<file path="src/rtl/timer_bank_deadline_scheduler_top_macros.svh">
// Assertion macros shared by the timer bank RTL.
// Each macro expects signals named clock and reset in the using module.
`ifndef TIMER_BANK_DEADLINE_SCHEDULER_TOP_MACROS_SVH
`define TIMER_BANK_DEADLINE_SCHEDULER_TOP_MACROS_SVH

// Same-cycle implication, checked outside reset.
`define TBDS_ASSERT_IMP(name, ante, cons, msg) \
   name: assert property (@(posedge clock) disable iff (reset) (ante) |-> (cons)) \
      else $error(msg);

// Next-cycle implication, checked outside reset.
`define TBDS_ASSERT_NXT(name, ante, cons, msg) \
   name: assert property (@(posedge clock) disable iff (reset) (ante) |=> (cons)) \
      else $error(msg);

`endif

</file>
<file path="src/rtl/tbds_pkg.sv">
// Package for the timer bank: field widths, word layouts, codes and the
// command and status structs between controller and datapath. No dependencies.
package tbds_pkg;

   // Field widths.
   localparam int OP_W     = 2;
   localparam int SLOT_W   = 4;
   localparam int PERIOD_W = 32;
   localparam int TIME_W   = 64;
   localparam int SCALE_W  = 20;
   localparam int PROD_W   = PERIOD_W + SCALE_W;

   // Nanoseconds per millisecond.
   localparam logic [SCALE_W-1:0] NS_PER_MS = 20'd1000000;

   // Request word layout: slot, interval in ms, single-shot flag, current time,
   // zero fill.
   localparam int SLOT_LSB   = 0;
   localparam int IVL_LSB    = SLOT_LSB + SLOT_W;
   localparam int ONCE_BIT   = IVL_LSB + PERIOD_W;
   localparam int NOW_LSB    = ONCE_BIT + 1;
   localparam int REQ_DATA_W = 104;

   // Result word layout: status, fired_slot, zero fill.
   localparam int RSP_DATA_W = 8;

   // Slot store entry: {single_shot, period_ms, deadline_ns}.
   localparam int ENTRY_W = 1 + PERIOD_W + TIME_W;

   typedef enum logic [OP_W-1:0] {
      OP_TICK  = 2'd0,
      OP_START = 2'd1,
      OP_STOP  = 2'd2,
      OP_NOP   = 2'd3
   } op_type;

   typedef enum logic [2:0] {
      ST_IDLE,
      ST_START_MUL,
      ST_START_WR,
      ST_ACK,
      ST_SCAN_RD,
      ST_SCAN_CHK,
      ST_SCAN_HIT,
      ST_SCAN_END
   } state_type;

   // Kind of result word loaded into the output register.
   typedef enum logic [1:0] {
      EMIT_ACK,
      EMIT_PEND,
      EMIT_FINAL
   } emit_type;

   typedef struct packed {
      logic     load_req;
      logic     stop_clr;
      logic     idx_clr;
      logic     idx_inc;
      logic     mul_start;
      logic     mul_en;
      logic     start_wr;
      logic     ram_rd;
      logic     hit;
      logic     emit_en;
      emit_type emit_kind;
   } ctl_cmd_type;

   typedef struct packed {
      op_type req_op;
      logic   req_bad;
      logic   cur_armed;
      logic   idx_last;
      logic   due;
      logic   pend_valid;
      logic   out_free;
   } dp_stat_type;

endpackage

</file>
<file path="src/rtl/tbds_ram.sv">
// Generic simple dual-port RAM: one write port, one read port with a
// registered read. No package dependencies.
module tbds_ram #(
   parameter int WIDTH = 8,
   parameter int DEPTH = 16
) (
   input  logic                                      clock,
   input  logic                                      we,
   input  logic [(DEPTH > 1 ? $clog2(DEPTH) : 1)-1:0] waddr,
   input  logic [WIDTH-1:0]                          wdata,
   input  logic                                      re,
   input  logic [(DEPTH > 1 ? $clog2(DEPTH) : 1)-1:0] raddr,
   output logic [WIDTH-1:0]                          rdata
);

   logic [WIDTH-1:0] mem_ff [DEPTH];
   logic [WIDTH-1:0] rdata_ff;

   // Write port.
   always_ff @(posedge clock) begin
      if (we) begin
         mem_ff[waddr] <= wdata;
      end
   end

   // Registered read port.
   always_ff @(posedge clock) begin
      if (re) begin
         rdata_ff <= mem_ff[raddr];
      end
   end

   assign rdata = rdata_ff;

endmodule

</file>
<file path="src/rtl/tbds_ctrl.sv">
// Controller for the timer bank: sequences start, stop and tick scans.
// Depends on tbds_pkg and the assertion macro header.
`include "timer_bank_deadline_scheduler_top_macros.svh"

module tbds_ctrl
   import tbds_pkg::*;
(
   input  logic        clock,
   input  logic        reset,
   input  logic        req_tvalid,
   output logic        req_tready,
   input  dp_stat_type stat,
   output ctl_cmd_type cmd
);

   state_type state_ff;
   state_type state_in;
   logic      hit_go;

   // A due slot may be taken once the previous pending report, if any, can be pushed.
   assign hit_go = !stat.pend_valid || stat.out_free;

   // State register.
   always_ff @(posedge clock) begin
      if (reset) begin
         state_ff <= ST_IDLE;
      end else begin
         state_ff <= state_in;
      end
   end

   // Next state.
   always_comb begin
      state_in = state_ff;
      unique case (state_ff)
         ST_IDLE: begin
            if (req_tvalid) begin
               unique case (stat.req_op)
                  OP_TICK:  state_in = ST_SCAN_RD;
                  OP_START: state_in = stat.req_bad ? ST_ACK : ST_START_MUL;
                  default:  state_in = ST_ACK;
               endcase
            end
         end
         ST_START_MUL: state_in = ST_START_WR;
         ST_START_WR:  state_in = ST_ACK;
         ST_ACK: begin
            if (stat.out_free) begin
               state_in = ST_IDLE;
            end
         end
         ST_SCAN_RD: begin
            if (stat.cur_armed) begin
               state_in = ST_SCAN_CHK;
            end else if (stat.idx_last) begin
               state_in = ST_SCAN_END;
            end
         end
         ST_SCAN_CHK: begin
            if (stat.due) begin
               state_in = ST_SCAN_HIT;
            end else if (stat.idx_last) begin
               state_in = ST_SCAN_END;
            end else begin
               state_in = ST_SCAN_RD;
            end
         end
         ST_SCAN_HIT: begin
            if (hit_go) begin
               state_in = stat.idx_last ? ST_SCAN_END : ST_SCAN_RD;
            end
         end
         ST_SCAN_END: begin
            if (stat.out_free) begin
               state_in = ST_IDLE;
            end
         end
         default: state_in = ST_IDLE;
      endcase
   end

   // Commands to the datapath.
   always_comb begin
      cmd           = '0;
      cmd.emit_kind = EMIT_ACK;
      req_tready    = 1'b0;
      unique case (state_ff)
         ST_IDLE: begin
            req_tready   = 1'b1;
            cmd.load_req = req_tvalid;
            cmd.idx_clr  = req_tvalid;
            cmd.stop_clr = req_tvalid && (stat.req_op == OP_STOP);
         end
         ST_START_MUL: begin
            cmd.mul_start = 1'b1;
            cmd.mul_en    = 1'b1;
         end
         ST_START_WR: begin
            cmd.start_wr = 1'b1;
         end
         ST_ACK: begin
            cmd.emit_en   = stat.out_free;
            cmd.emit_kind = EMIT_ACK;
         end
         ST_SCAN_RD: begin
            cmd.ram_rd  = stat.cur_armed;
            cmd.idx_inc = !stat.cur_armed;
         end
         ST_SCAN_CHK: begin
            cmd.mul_en  = 1'b1;
            cmd.idx_inc = !stat.due;
         end
         ST_SCAN_HIT: begin
            cmd.hit       = hit_go;
            cmd.idx_inc   = hit_go;
            cmd.emit_en   = hit_go && stat.pend_valid;
            cmd.emit_kind = EMIT_PEND;
         end
         ST_SCAN_END: begin
            cmd.emit_en   = stat.out_free;
            cmd.emit_kind = EMIT_FINAL;
         end
         default: begin
            cmd = '0;
         end
      endcase
   end

   // A result word is only loaded when the output register can take it.
   `TBDS_ASSERT_IMP(a_emit_free, cmd.emit_en, stat.out_free, "emit while output busy")
   // A hit is only reached from a deadline check.
   `TBDS_ASSERT_IMP(a_hit_from_chk, state_ff == ST_SCAN_HIT,
      $past(state_ff) == ST_SCAN_CHK || $past(state_ff) == ST_SCAN_HIT,
      "hit state entered without a check")
   // An accepted request word always starts its sequence.
   `TBDS_ASSERT_NXT(a_accept_busy, req_tvalid && req_tready, state_ff != ST_IDLE,
      "accepted word left the controller idle")

endmodule

</file>
<file path="src/rtl/tbds_dp.sv">
// Datapath for the timer bank: request latch, armed flags, scan index,
// shared interval multiplier, deadline adder and the result register.
// Depends on tbds_pkg and the assertion macro header; drives the slot RAM.
`include "timer_bank_deadline_scheduler_top_macros.svh"

module tbds_dp
   import tbds_pkg::*;
#(
   parameter int NUM_TIMERS = 16
) (
   input  logic                     clock,
   input  logic                     reset,
   input  logic [OP_W-1:0]          req_tuser,
   input  logic [REQ_DATA_W-1:0]    req_tdata,
   input  ctl_cmd_type              cmd,
   output dp_stat_type              stat,
   output logic                     ram_we,
   output logic [(NUM_TIMERS > 1 ? $clog2(NUM_TIMERS) : 1)-1:0] ram_waddr,
   output logic [ENTRY_W-1:0]       ram_wdata,
   output logic                     ram_re,
   output logic [(NUM_TIMERS > 1 ? $clog2(NUM_TIMERS) : 1)-1:0] ram_raddr,
   input  logic [ENTRY_W-1:0]       ram_rdata,
   output logic                     rsp_tvalid,
   input  logic                     rsp_tready,
   output logic [RSP_DATA_W-1:0]    rsp_tdata,
   output logic                     rsp_tuser,
   output logic                     rsp_tlast
);

   localparam int IDX_W = NUM_TIMERS > 1 ? $clog2(NUM_TIMERS) : 1;

   // Request fields.
   op_type              req_op;
   logic [SLOT_W-1:0]   req_slot;
   logic [PERIOD_W-1:0] req_ivl;
   logic                req_once;
   logic [TIME_W-1:0]   req_now;
   logic                req_slot_ok;
   logic                req_bad;

   // Latched request.
   logic                bad_ff;
   logic [IDX_W-1:0]    slot_ff;
   logic [PERIOD_W-1:0] interval_ff;
   logic                once_ff;
   logic [TIME_W-1:0]   now_ff;

   // Slot state and scan.
   logic [NUM_TIMERS-1:0] armed_ff;
   logic [NUM_TIMERS-1:0] armed_in;
   logic [IDX_W-1:0]      idx_ff;
   logic [IDX_W-1:0]      idx_in;
   logic                  pend_valid_ff;
   logic                  pend_valid_in;
   logic [IDX_W-1:0]      pend_slot_ff;

   // Arithmetic.
   logic                rd_once;
   logic [PERIOD_W-1:0] rd_period;
   logic [TIME_W-1:0]   rd_deadline;
   logic [PERIOD_W-1:0] mul_a;
   logic [PROD_W-1:0]   prod_ff;
   logic [TIME_W-1:0]   sum;

   // Result register.
   logic              rsp_valid_ff;
   logic              rsp_valid_in;
   logic              status_ff;
   logic              fired_ff;
   logic [SLOT_W-1:0] fslot_ff;
   logic              last_ff;
   logic              out_free;

   // Unpack the request word.
   assign req_op      = op_type'(req_tuser);
   assign req_slot    = req_tdata[SLOT_LSB +: SLOT_W];
   assign req_ivl     = req_tdata[IVL_LSB +: PERIOD_W];
   assign req_once    = req_tdata[ONCE_BIT];
   assign req_now     = req_tdata[NOW_LSB +: TIME_W];
   assign req_slot_ok = int'(req_slot) < NUM_TIMERS;
   assign req_bad     = (req_ivl == '0) || !req_slot_ok;

   // Latch the accepted request.
   always_ff @(posedge clock) begin
      if (cmd.load_req) begin
         bad_ff      <= (req_op == OP_START) && req_bad;
         slot_ff     <= IDX_W'(req_slot);
         interval_ff <= req_ivl;
         once_ff     <= req_once;
         now_ff      <= req_now;
      end
   end

   // Slot store read word.
   assign rd_once     = ram_rdata[ENTRY_W-1];
   assign rd_period   = ram_rdata[TIME_W +: PERIOD_W];
   assign rd_deadline = ram_rdata[TIME_W-1:0];

   // Shared interval-to-nanosecond multiplier, registered.
   assign mul_a = cmd.mul_start ? interval_ff : rd_period;

   always_ff @(posedge clock) begin
      if (cmd.mul_en) begin
         prod_ff <= PROD_W'(mul_a) * PROD_W'(NS_PER_MS);
      end
   end

   // New deadline, wrapping modulo 2^64.
   assign sum = now_ff + TIME_W'(prod_ff);

   // Slot store writes: arm on start, rearm a due periodic slot.
   assign ram_we    = cmd.start_wr || (cmd.hit && !rd_once);
   assign ram_waddr = cmd.start_wr ? slot_ff : idx_ff;
   assign ram_wdata = cmd.start_wr ? {once_ff, interval_ff, sum}
                                   : {rd_once, rd_period, sum};
   assign ram_re    = cmd.ram_rd;
   assign ram_raddr = idx_ff;

   // Armed flags.
   always_comb begin
      armed_in = armed_ff;
      if (cmd.stop_clr && req_slot_ok) begin
         armed_in[IDX_W'(req_slot)] = 1'b0;
      end
      if (cmd.start_wr) begin
         armed_in[slot_ff] = 1'b1;
      end
      if (cmd.hit && rd_once) begin
         armed_in[idx_ff] = 1'b0;
      end
   end

   // Scan index and the held report of the latest due slot.
   always_comb begin
      idx_in        = idx_ff;
      pend_valid_in = pend_valid_ff;
      if (cmd.idx_clr) begin
         idx_in        = '0;
         pend_valid_in = 1'b0;
      end else if (cmd.idx_inc) begin
         idx_in = idx_ff + IDX_W'(1);
      end
      if (cmd.hit) begin
         pend_valid_in = 1'b1;
      end
   end

   always_ff @(posedge clock) begin
      if (reset) begin
         armed_ff      <= '0;
         idx_ff        <= '0;
         pend_valid_ff <= 1'b0;
      end else begin
         armed_ff      <= armed_in;
         idx_ff        <= idx_in;
         pend_valid_ff <= pend_valid_in;
      end
   end

   always_ff @(posedge clock) begin
      if (cmd.hit) begin
         pend_slot_ff <= idx_ff;
      end
   end

   // Output register: loads when empty or when its word is taken.
   assign out_free     = !rsp_valid_ff || rsp_tready;
   assign rsp_valid_in = cmd.emit_en ? 1'b1 : (rsp_tready ? 1'b0 : rsp_valid_ff);

   always_ff @(posedge clock) begin
      if (reset) begin
         rsp_valid_ff <= 1'b0;
      end else begin
         rsp_valid_ff <= rsp_valid_in;
      end
   end

   always_ff @(posedge clock) begin
      if (cmd.emit_en) begin
         case (cmd.emit_kind)
            EMIT_PEND: begin
               status_ff <= 1'b0;
               fired_ff  <= 1'b1;
               fslot_ff  <= SLOT_W'(pend_slot_ff);
               last_ff   <= 1'b0;
            end
            EMIT_FINAL: begin
               status_ff <= 1'b0;
               fired_ff  <= pend_valid_ff;
               fslot_ff  <= pend_valid_ff ? SLOT_W'(pend_slot_ff) : '0;
               last_ff   <= 1'b1;
            end
            default: begin
               status_ff <= bad_ff;
               fired_ff  <= 1'b0;
               fslot_ff  <= '0;
               last_ff   <= 1'b1;
            end
         endcase
      end
   end

   assign rsp_tvalid = rsp_valid_ff;
   assign rsp_tdata  = {{(RSP_DATA_W - SLOT_W - 1){1'b0}}, fslot_ff, status_ff};
   assign rsp_tuser  = fired_ff;
   assign rsp_tlast  = last_ff;

   // Status to the controller.
   assign stat.req_op     = req_op;
   assign stat.req_bad    = req_bad;
   assign stat.cur_armed  = armed_ff[idx_ff];
   assign stat.idx_last   = idx_ff == IDX_W'(NUM_TIMERS - 1);
   assign stat.due        = now_ff >= rd_deadline;
   assign stat.pend_valid = pend_valid_ff;
   assign stat.out_free   = out_free;

   // A slot is never armed with a zero interval.
   `TBDS_ASSERT_IMP(a_start_nonzero, cmd.start_wr, interval_ff != '0,
      "start write with zero interval")
   // Expiry reports always carry success status.
   `TBDS_ASSERT_IMP(a_fired_status, rsp_valid_ff && fired_ff, !status_ff,
      "fired word with error status")
   // A new request drops any held report.
   `TBDS_ASSERT_NXT(a_pend_cleared, cmd.idx_clr, !pend_valid_ff,
      "held report survived a new request")

endmodule

</file>
<file path="src/rtl/timer_bank_deadline_scheduler_top.sv">
// Channel   Ports        Word contents (lowest bit first)
// request   req_*        tuser: op; tdata: slot, period, once, now_ns
// result    rsp_*        tuser: fired; tdata: status, fired_slot; tlast: last
//
// One request word is handled at a time. Stop, unused op, rejected start: accept,
// then the result word loads from the ack state once the output register is free.
// Start: multiply, slot write, then the result word. Tick: a disarmed slot is
// skipped, an armed slot is read and checked, and a due slot takes a hit step,
// paced by the single slot RAM read port and the registered shared multiplier;
// a final word ends the scan. Reset clears the armed flags; no clearing pass runs.
// A stalled result channel holds the scan at a due slot or the final word.
// Top level of the timer bank; instantiates tbds_ctrl, tbds_dp and tbds_ram.
module timer_bank_deadline_scheduler_top
   import tbds_pkg::*;
#(
   parameter int NUM_TIMERS = 16
) (
   input  logic                  clock,
   input  logic                  reset,
   input  logic                  req_tvalid,
   output logic                  req_tready,
   input  logic [OP_W-1:0]       req_tuser,  // [1:0] op
   input  logic [REQ_DATA_W-1:0] req_tdata,  // [3:0] slot, [35:4] period,
                                             // [36] once, [100:37] now_ns
   output logic                  rsp_tvalid,
   input  logic                  rsp_tready,
   output logic [RSP_DATA_W-1:0] rsp_tdata,  // [0] status, [4:1] fired_slot
   output logic                  rsp_tuser,  // [0] fired
   output logic                  rsp_tlast
);

   localparam int IDX_W = NUM_TIMERS > 1 ? $clog2(NUM_TIMERS) : 1;

   ctl_cmd_type        cmd;
   dp_stat_type        stat;
   logic               ram_we;
   logic [IDX_W-1:0]   ram_waddr;
   logic [ENTRY_W-1:0] ram_wdata;
   logic               ram_re;
   logic [IDX_W-1:0]   ram_raddr;
   logic [ENTRY_W-1:0] ram_rdata;

   tbds_ctrl u_ctrl (
      .clock      (clock),
      .reset      (reset),
      .req_tvalid (req_tvalid),
      .req_tready (req_tready),
      .stat       (stat),
      .cmd        (cmd)
   );

   tbds_dp #(
      .NUM_TIMERS (NUM_TIMERS)
   ) u_dp (
      .clock      (clock),
      .reset      (reset),
      .req_tuser  (req_tuser),
      .req_tdata  (req_tdata),
      .cmd        (cmd),
      .stat       (stat),
      .ram_we     (ram_we),
      .ram_waddr  (ram_waddr),
      .ram_wdata  (ram_wdata),
      .ram_re     (ram_re),
      .ram_raddr  (ram_raddr),
      .ram_rdata  (ram_rdata),
      .rsp_tvalid (rsp_tvalid),
      .rsp_tready (rsp_tready),
      .rsp_tdata  (rsp_tdata),
      .rsp_tuser  (rsp_tuser),
      .rsp_tlast  (rsp_tlast)
   );

   // Per-slot store: one-shot flag, period and deadline.
   tbds_ram #(
      .WIDTH (ENTRY_W),
      .DEPTH (NUM_TIMERS)
   ) u_slot_ram (
      .clock (clock),
      .we    (ram_we),
      .waddr (ram_waddr),
      .wdata (ram_wdata),
      .re    (ram_re),
      .raddr (ram_raddr),
      .rdata (ram_rdata)
   );

endmodule

</file>
<file path="config.mk">
export PLATFORM = sky130hd
export DESIGN_NAME = timer_bank_deadline_scheduler_top
export DESIGN_NICKNAME = d
export VERILOG_FILES = /design/src/rtl/tbds_pkg.sv /design/src/rtl/tbds_ram.sv /design/src/rtl/tbds_ctrl.sv /design/src/rtl/tbds_dp.sv /design/src/rtl/timer_bank_deadline_scheduler_top.sv
export VERILOG_INCLUDE_DIRS = /design/src /design/src/rtl
export SDC_FILE = /design/constraint.sdc
export NUM_CORES = 2
export LEC_CHECK = 0
export BUFFER_PORTS_ARGS = -buffer_cell sky130_fd_sc_hd__buf_2
export CORE_ASPECT_RATIO = 0.6
export CORE_MARGIN = 4
export CORE_UTILIZATION = 35
export DETAILED_ROUTE_END_ITERATION = 12
export GPL_TIMING_DRIVEN = 0
export PLACE_DENSITY = 0.45
export SLEW_MARGIN = 25
export SYNTH_ARGS = -nofsm -noshare
export SYNTH_HDL_FRONTEND = slang
export SYNTH_SLANG_ARGS = --single-unit
</file>
<file path="constraint.sdc">
create_clock -name clock -period 9 [get_ports clock]
set_clock_uncertainty 0.1 [all_clocks]
set_input_delay 1.35 -clock clock [delete_from_list [all_inputs] [get_ports clock]]
set_output_delay 1.35 -clock clock [all_outputs]
set_load 0.02 [all_outputs]
</file>
==> out/metrics.csv <==
metric,value,unit
clk_pin_slew,0.07,ns
postSynthRegisterBits,1833,
final_setup_violation_count,0,
final_layout_size_suffix_gt1_frac,0.261,
die-width,624,um
netlist_instances,4134,
overflow,0,
number_of_synthesis_warnings,0,
place.gp.congestion,0.826,
synth_top_cells_by_area,"sky130_fd_sc_hd__edfxtp_1 68%, sky130_fd_sc_hd__mux4_2 14%, sky130_fd_sc_hd__ha_1 4.2%",
wire_length_of_the_first_global_routing_pass,327,mm
post-route-cell-area,0.0939,mm^2
synth_largest_type_area_fraction,0.682,
avgSynthCellArea,19.2,um^2
antenna_found_initial,11,
yosys.area.top_type,sky130_fd_sc_hd__edfxtp_1,
cts_made_buffers,187,
timing.final.crit_period,8.56,ns
postRouteWirelength,232,mm
worstReg2RegStart,u_ctrl.state_ff[0],
globalRouteTotalUtil,0.196,
drv.max_cap_violation_count,0,
syn_area,0.0796,mm^2
via_density,5.30,
max_stage_delay,0.72,ns
report.final.slew_viol_count,0,
hpwl,163,mm
grt_start_max_net_pins,64,
routed-wl-met3,14.8,mm
start_util,0.352,
finalCritPeriodShare,0.951,
crit_path_end,u_dp.prod_ff[51],
numPortBuffers,114,
pin_count,122,
final.setup.tns,0,ns
uppermost_layer_routed,met4,
stages_on_worst_setup_path,27,
hold_path.class,reg2reg,
critPathBufInv,10,
die_area,0.235,mm^2
worst_slew_pin_slew,1.08,ns
cpMaxStageDelayCell,sky130_fd_sc_hd__mux2i_1,
crit_path_start_kind,register,
area.growth.synth_to_final,18.0,%
ff2ff_path_depth,27,
met1Wirelength,112,mm
worst_r2r_endpoint,u_dp.prod_ff[51],
die_height,377,um
cts_tree,done,
drtIter0Drc,4525,
drt_pass1_iterations,5,
clock_latency,0.84,ns
hold_viol,0,
via_count_of_the_first_global_routing_pass,41651,
detail_route.wl_per_cell,30.0,um
hold_fix_buffers_at_cts,0,
rsz0062_at_grt,no,
max_clock_freq,0.117,GHz
deepest_level_of_the_cts_h_tree,4,
number_of_nets_still_failing_antenna_checks_after_routing,0,
min_delay_path_depth,0,
core_area,0.226,mm^2
status,completed,
synth_enable_flop_cells,1808,
wl_met2,99.7,mm
standard_cell_rows,135,
cts_max_path_buffers,4,
crit_arrival,9.05,ns
synth.distinct_cells,81,
synth_seq_area_share,0.689,
slew-limit-headroom,0.281,
detailroute.via_count,41073,
endpoint_kind,register,
finalNetCount,5085,
setup.reg_to_reg.worst_slack,0.44,ns
timing.critical_path.max_delay_family,adder cells,
cp_dominant_cell_by_count,sky130_fd_sc_hd__inv_1,
critical_path.max_fanout,10,
drc,0,
cts-root-buf,sky130_fd_sc_hd__clkbuf_16,
cts_sinks,1833,
worstSetupPathType,reg2reg,
critPathLaunch,u_ctrl.state_ff[0],
synth_async_sr_flop_share,0,
yosys_most_used_dff,sky130_fd_sc_hd__edfxtp_1,
detailed_place.area,0.0881,mm^2
cp_data_required_time,9.49,ns
[worst min-delay path by stage]
stage          slack (ns)               from                    to
2_1_floorplan        0.31  u_dp.ram_raddr[2]  u_dp.pend_slot_ff[2]
3_3_place_gp         0.32  u_dp.ram_raddr[3]  u_dp.pend_slot_ff[3]
3_5_place_dp         0.32  u_dp.ram_raddr[2]  u_dp.pend_slot_ff[2]
4_1_cts              0.34  u_dp.ram_raddr[2]  u_dp.pend_slot_ff[2]
5_1_grt              0.35  u_dp.ram_raddr[2]  u_dp.pend_slot_ff[2]
6_report             0.34  u_dp.ram_raddr[2]  u_dp.pend_slot_ff[2]
[per-stage QoR]
stage / utilization / hold WS (ns) / cells / setup slack (ns)
CTS: 0.415 / 0.341 / 7745 / 0.0213
floorplan: - / 0.306 / 4136 / 1.79
detailed placement: 0.390 / 0.324 / 7420 / -0.398
global route: 0.416 / 0.354 / 7746 / 0.0180
finish: 0.416 / 0.343 / 7749 / 0.439
global placement: 0.372 / 0.317 / 7264 / -6.91
[area by class of cell]
type	instances	area (um^2)
clock inverter	93	699
timing repair buffer	270	4130
antenna	4	10.0
clock buffer	232	4930
tap	3014	3770
fill	19791	132000
multi-input combinational	1876	23800
sequential	1833	54800
inverter	276	1050
buffer	151	696
[placed cells by master (no fill, tap or decap), drive strengths merged, types with 15 or more instances in the layout]
master	n
fa	116
ha	264
edfxtp	1808
nand4	18
nor3	17
a211oi	16
a221oi	19
mux2	39
a21o	61
a31oi	15
dfxtp	25
a21oi	109
o21a	16
o21bai	16
buf	317
nor2b	18
clkbuf	336
and3	20
o21ai	95
clkinv	80
inv	278
nand2b	22
mux4	490
xor2	38
nand3	37
nand2	94
mux2i	33
nor2	120
xnor2	90
[per-layer routing]
metal / GRT usage / up-vias
met2: 0.284 / 1341
met1: 0.305 / 21911
met3: 0.0352 / 287
met5: 0 / -
li1: - / 17534
met4: 0.0477 / 0
[Yosys cell counts, types with 32 or more instances]
cell type	count
sky130_fd_sc_hd__clkbuf_1	101
sky130_fd_sc_hd__buf_1	39
sky130_fd_sc_hd__mux4_2	490
sky130_fd_sc_hd__mux2i_1	32
sky130_fd_sc_hd__o21ai_0	87
sky130_fd_sc_hd__nor2_1	119
sky130_fd_sc_hd__mux2_2	38
sky130_fd_sc_hd__edfxtp_1	1808
sky130_fd_sc_hd__a21o_1	61
sky130_fd_sc_hd__inv_1	271
sky130_fd_sc_hd__a21oi_1	107
sky130_fd_sc_hd__nand2_1	94
sky130_fd_sc_hd__nand3_1	37
sky130_fd_sc_hd__xor2_1	38
sky130_fd_sc_hd__xnor2_1	90
sky130_fd_sc_hd__ha_1	264
sky130_fd_sc_hd__fa_1	116
[flip-flops by register name, indices dropped and copies added (netlist names), 3 cells and up]
register           count
u_dp.now_ff           64
u_ctrl.state_ff        3
u_dp.prod_ff          46
u_slot_ram.mem_ff   1552
u_dp.pend_slot_ff      4
u_dp.ram_raddr         4
u_dp.interval_ff      32
u_slot_ram.rdata      97
u_dp.slot_ff           4
u_dp.armed_ff         16
u_dp.fslot_ff          4
[repair_timing]
| action | in CTS | in global routing |
|---|---|---|
| gates resized for setup | 4 | 7 |
| endpoints found under the setup margin | 8 | 9 |
| buffers inserted | 0 | 0 |
[kinds of logic after synthesis]
kind of cell,synth area share
AOI/OAI and AO/OA,0.0331
xor gates and xnor gates,0.0141
adders and majority gates,0.0707
buffers and inverters,0.0206
DFF,0.689
muxes,0.148
other,0.0000471
and+or+nand+nor,0.0245
Power is left out: the tool's default activity adds up to more than one toggle a clock period on the data nets, which glitch-free logic cannot reach.
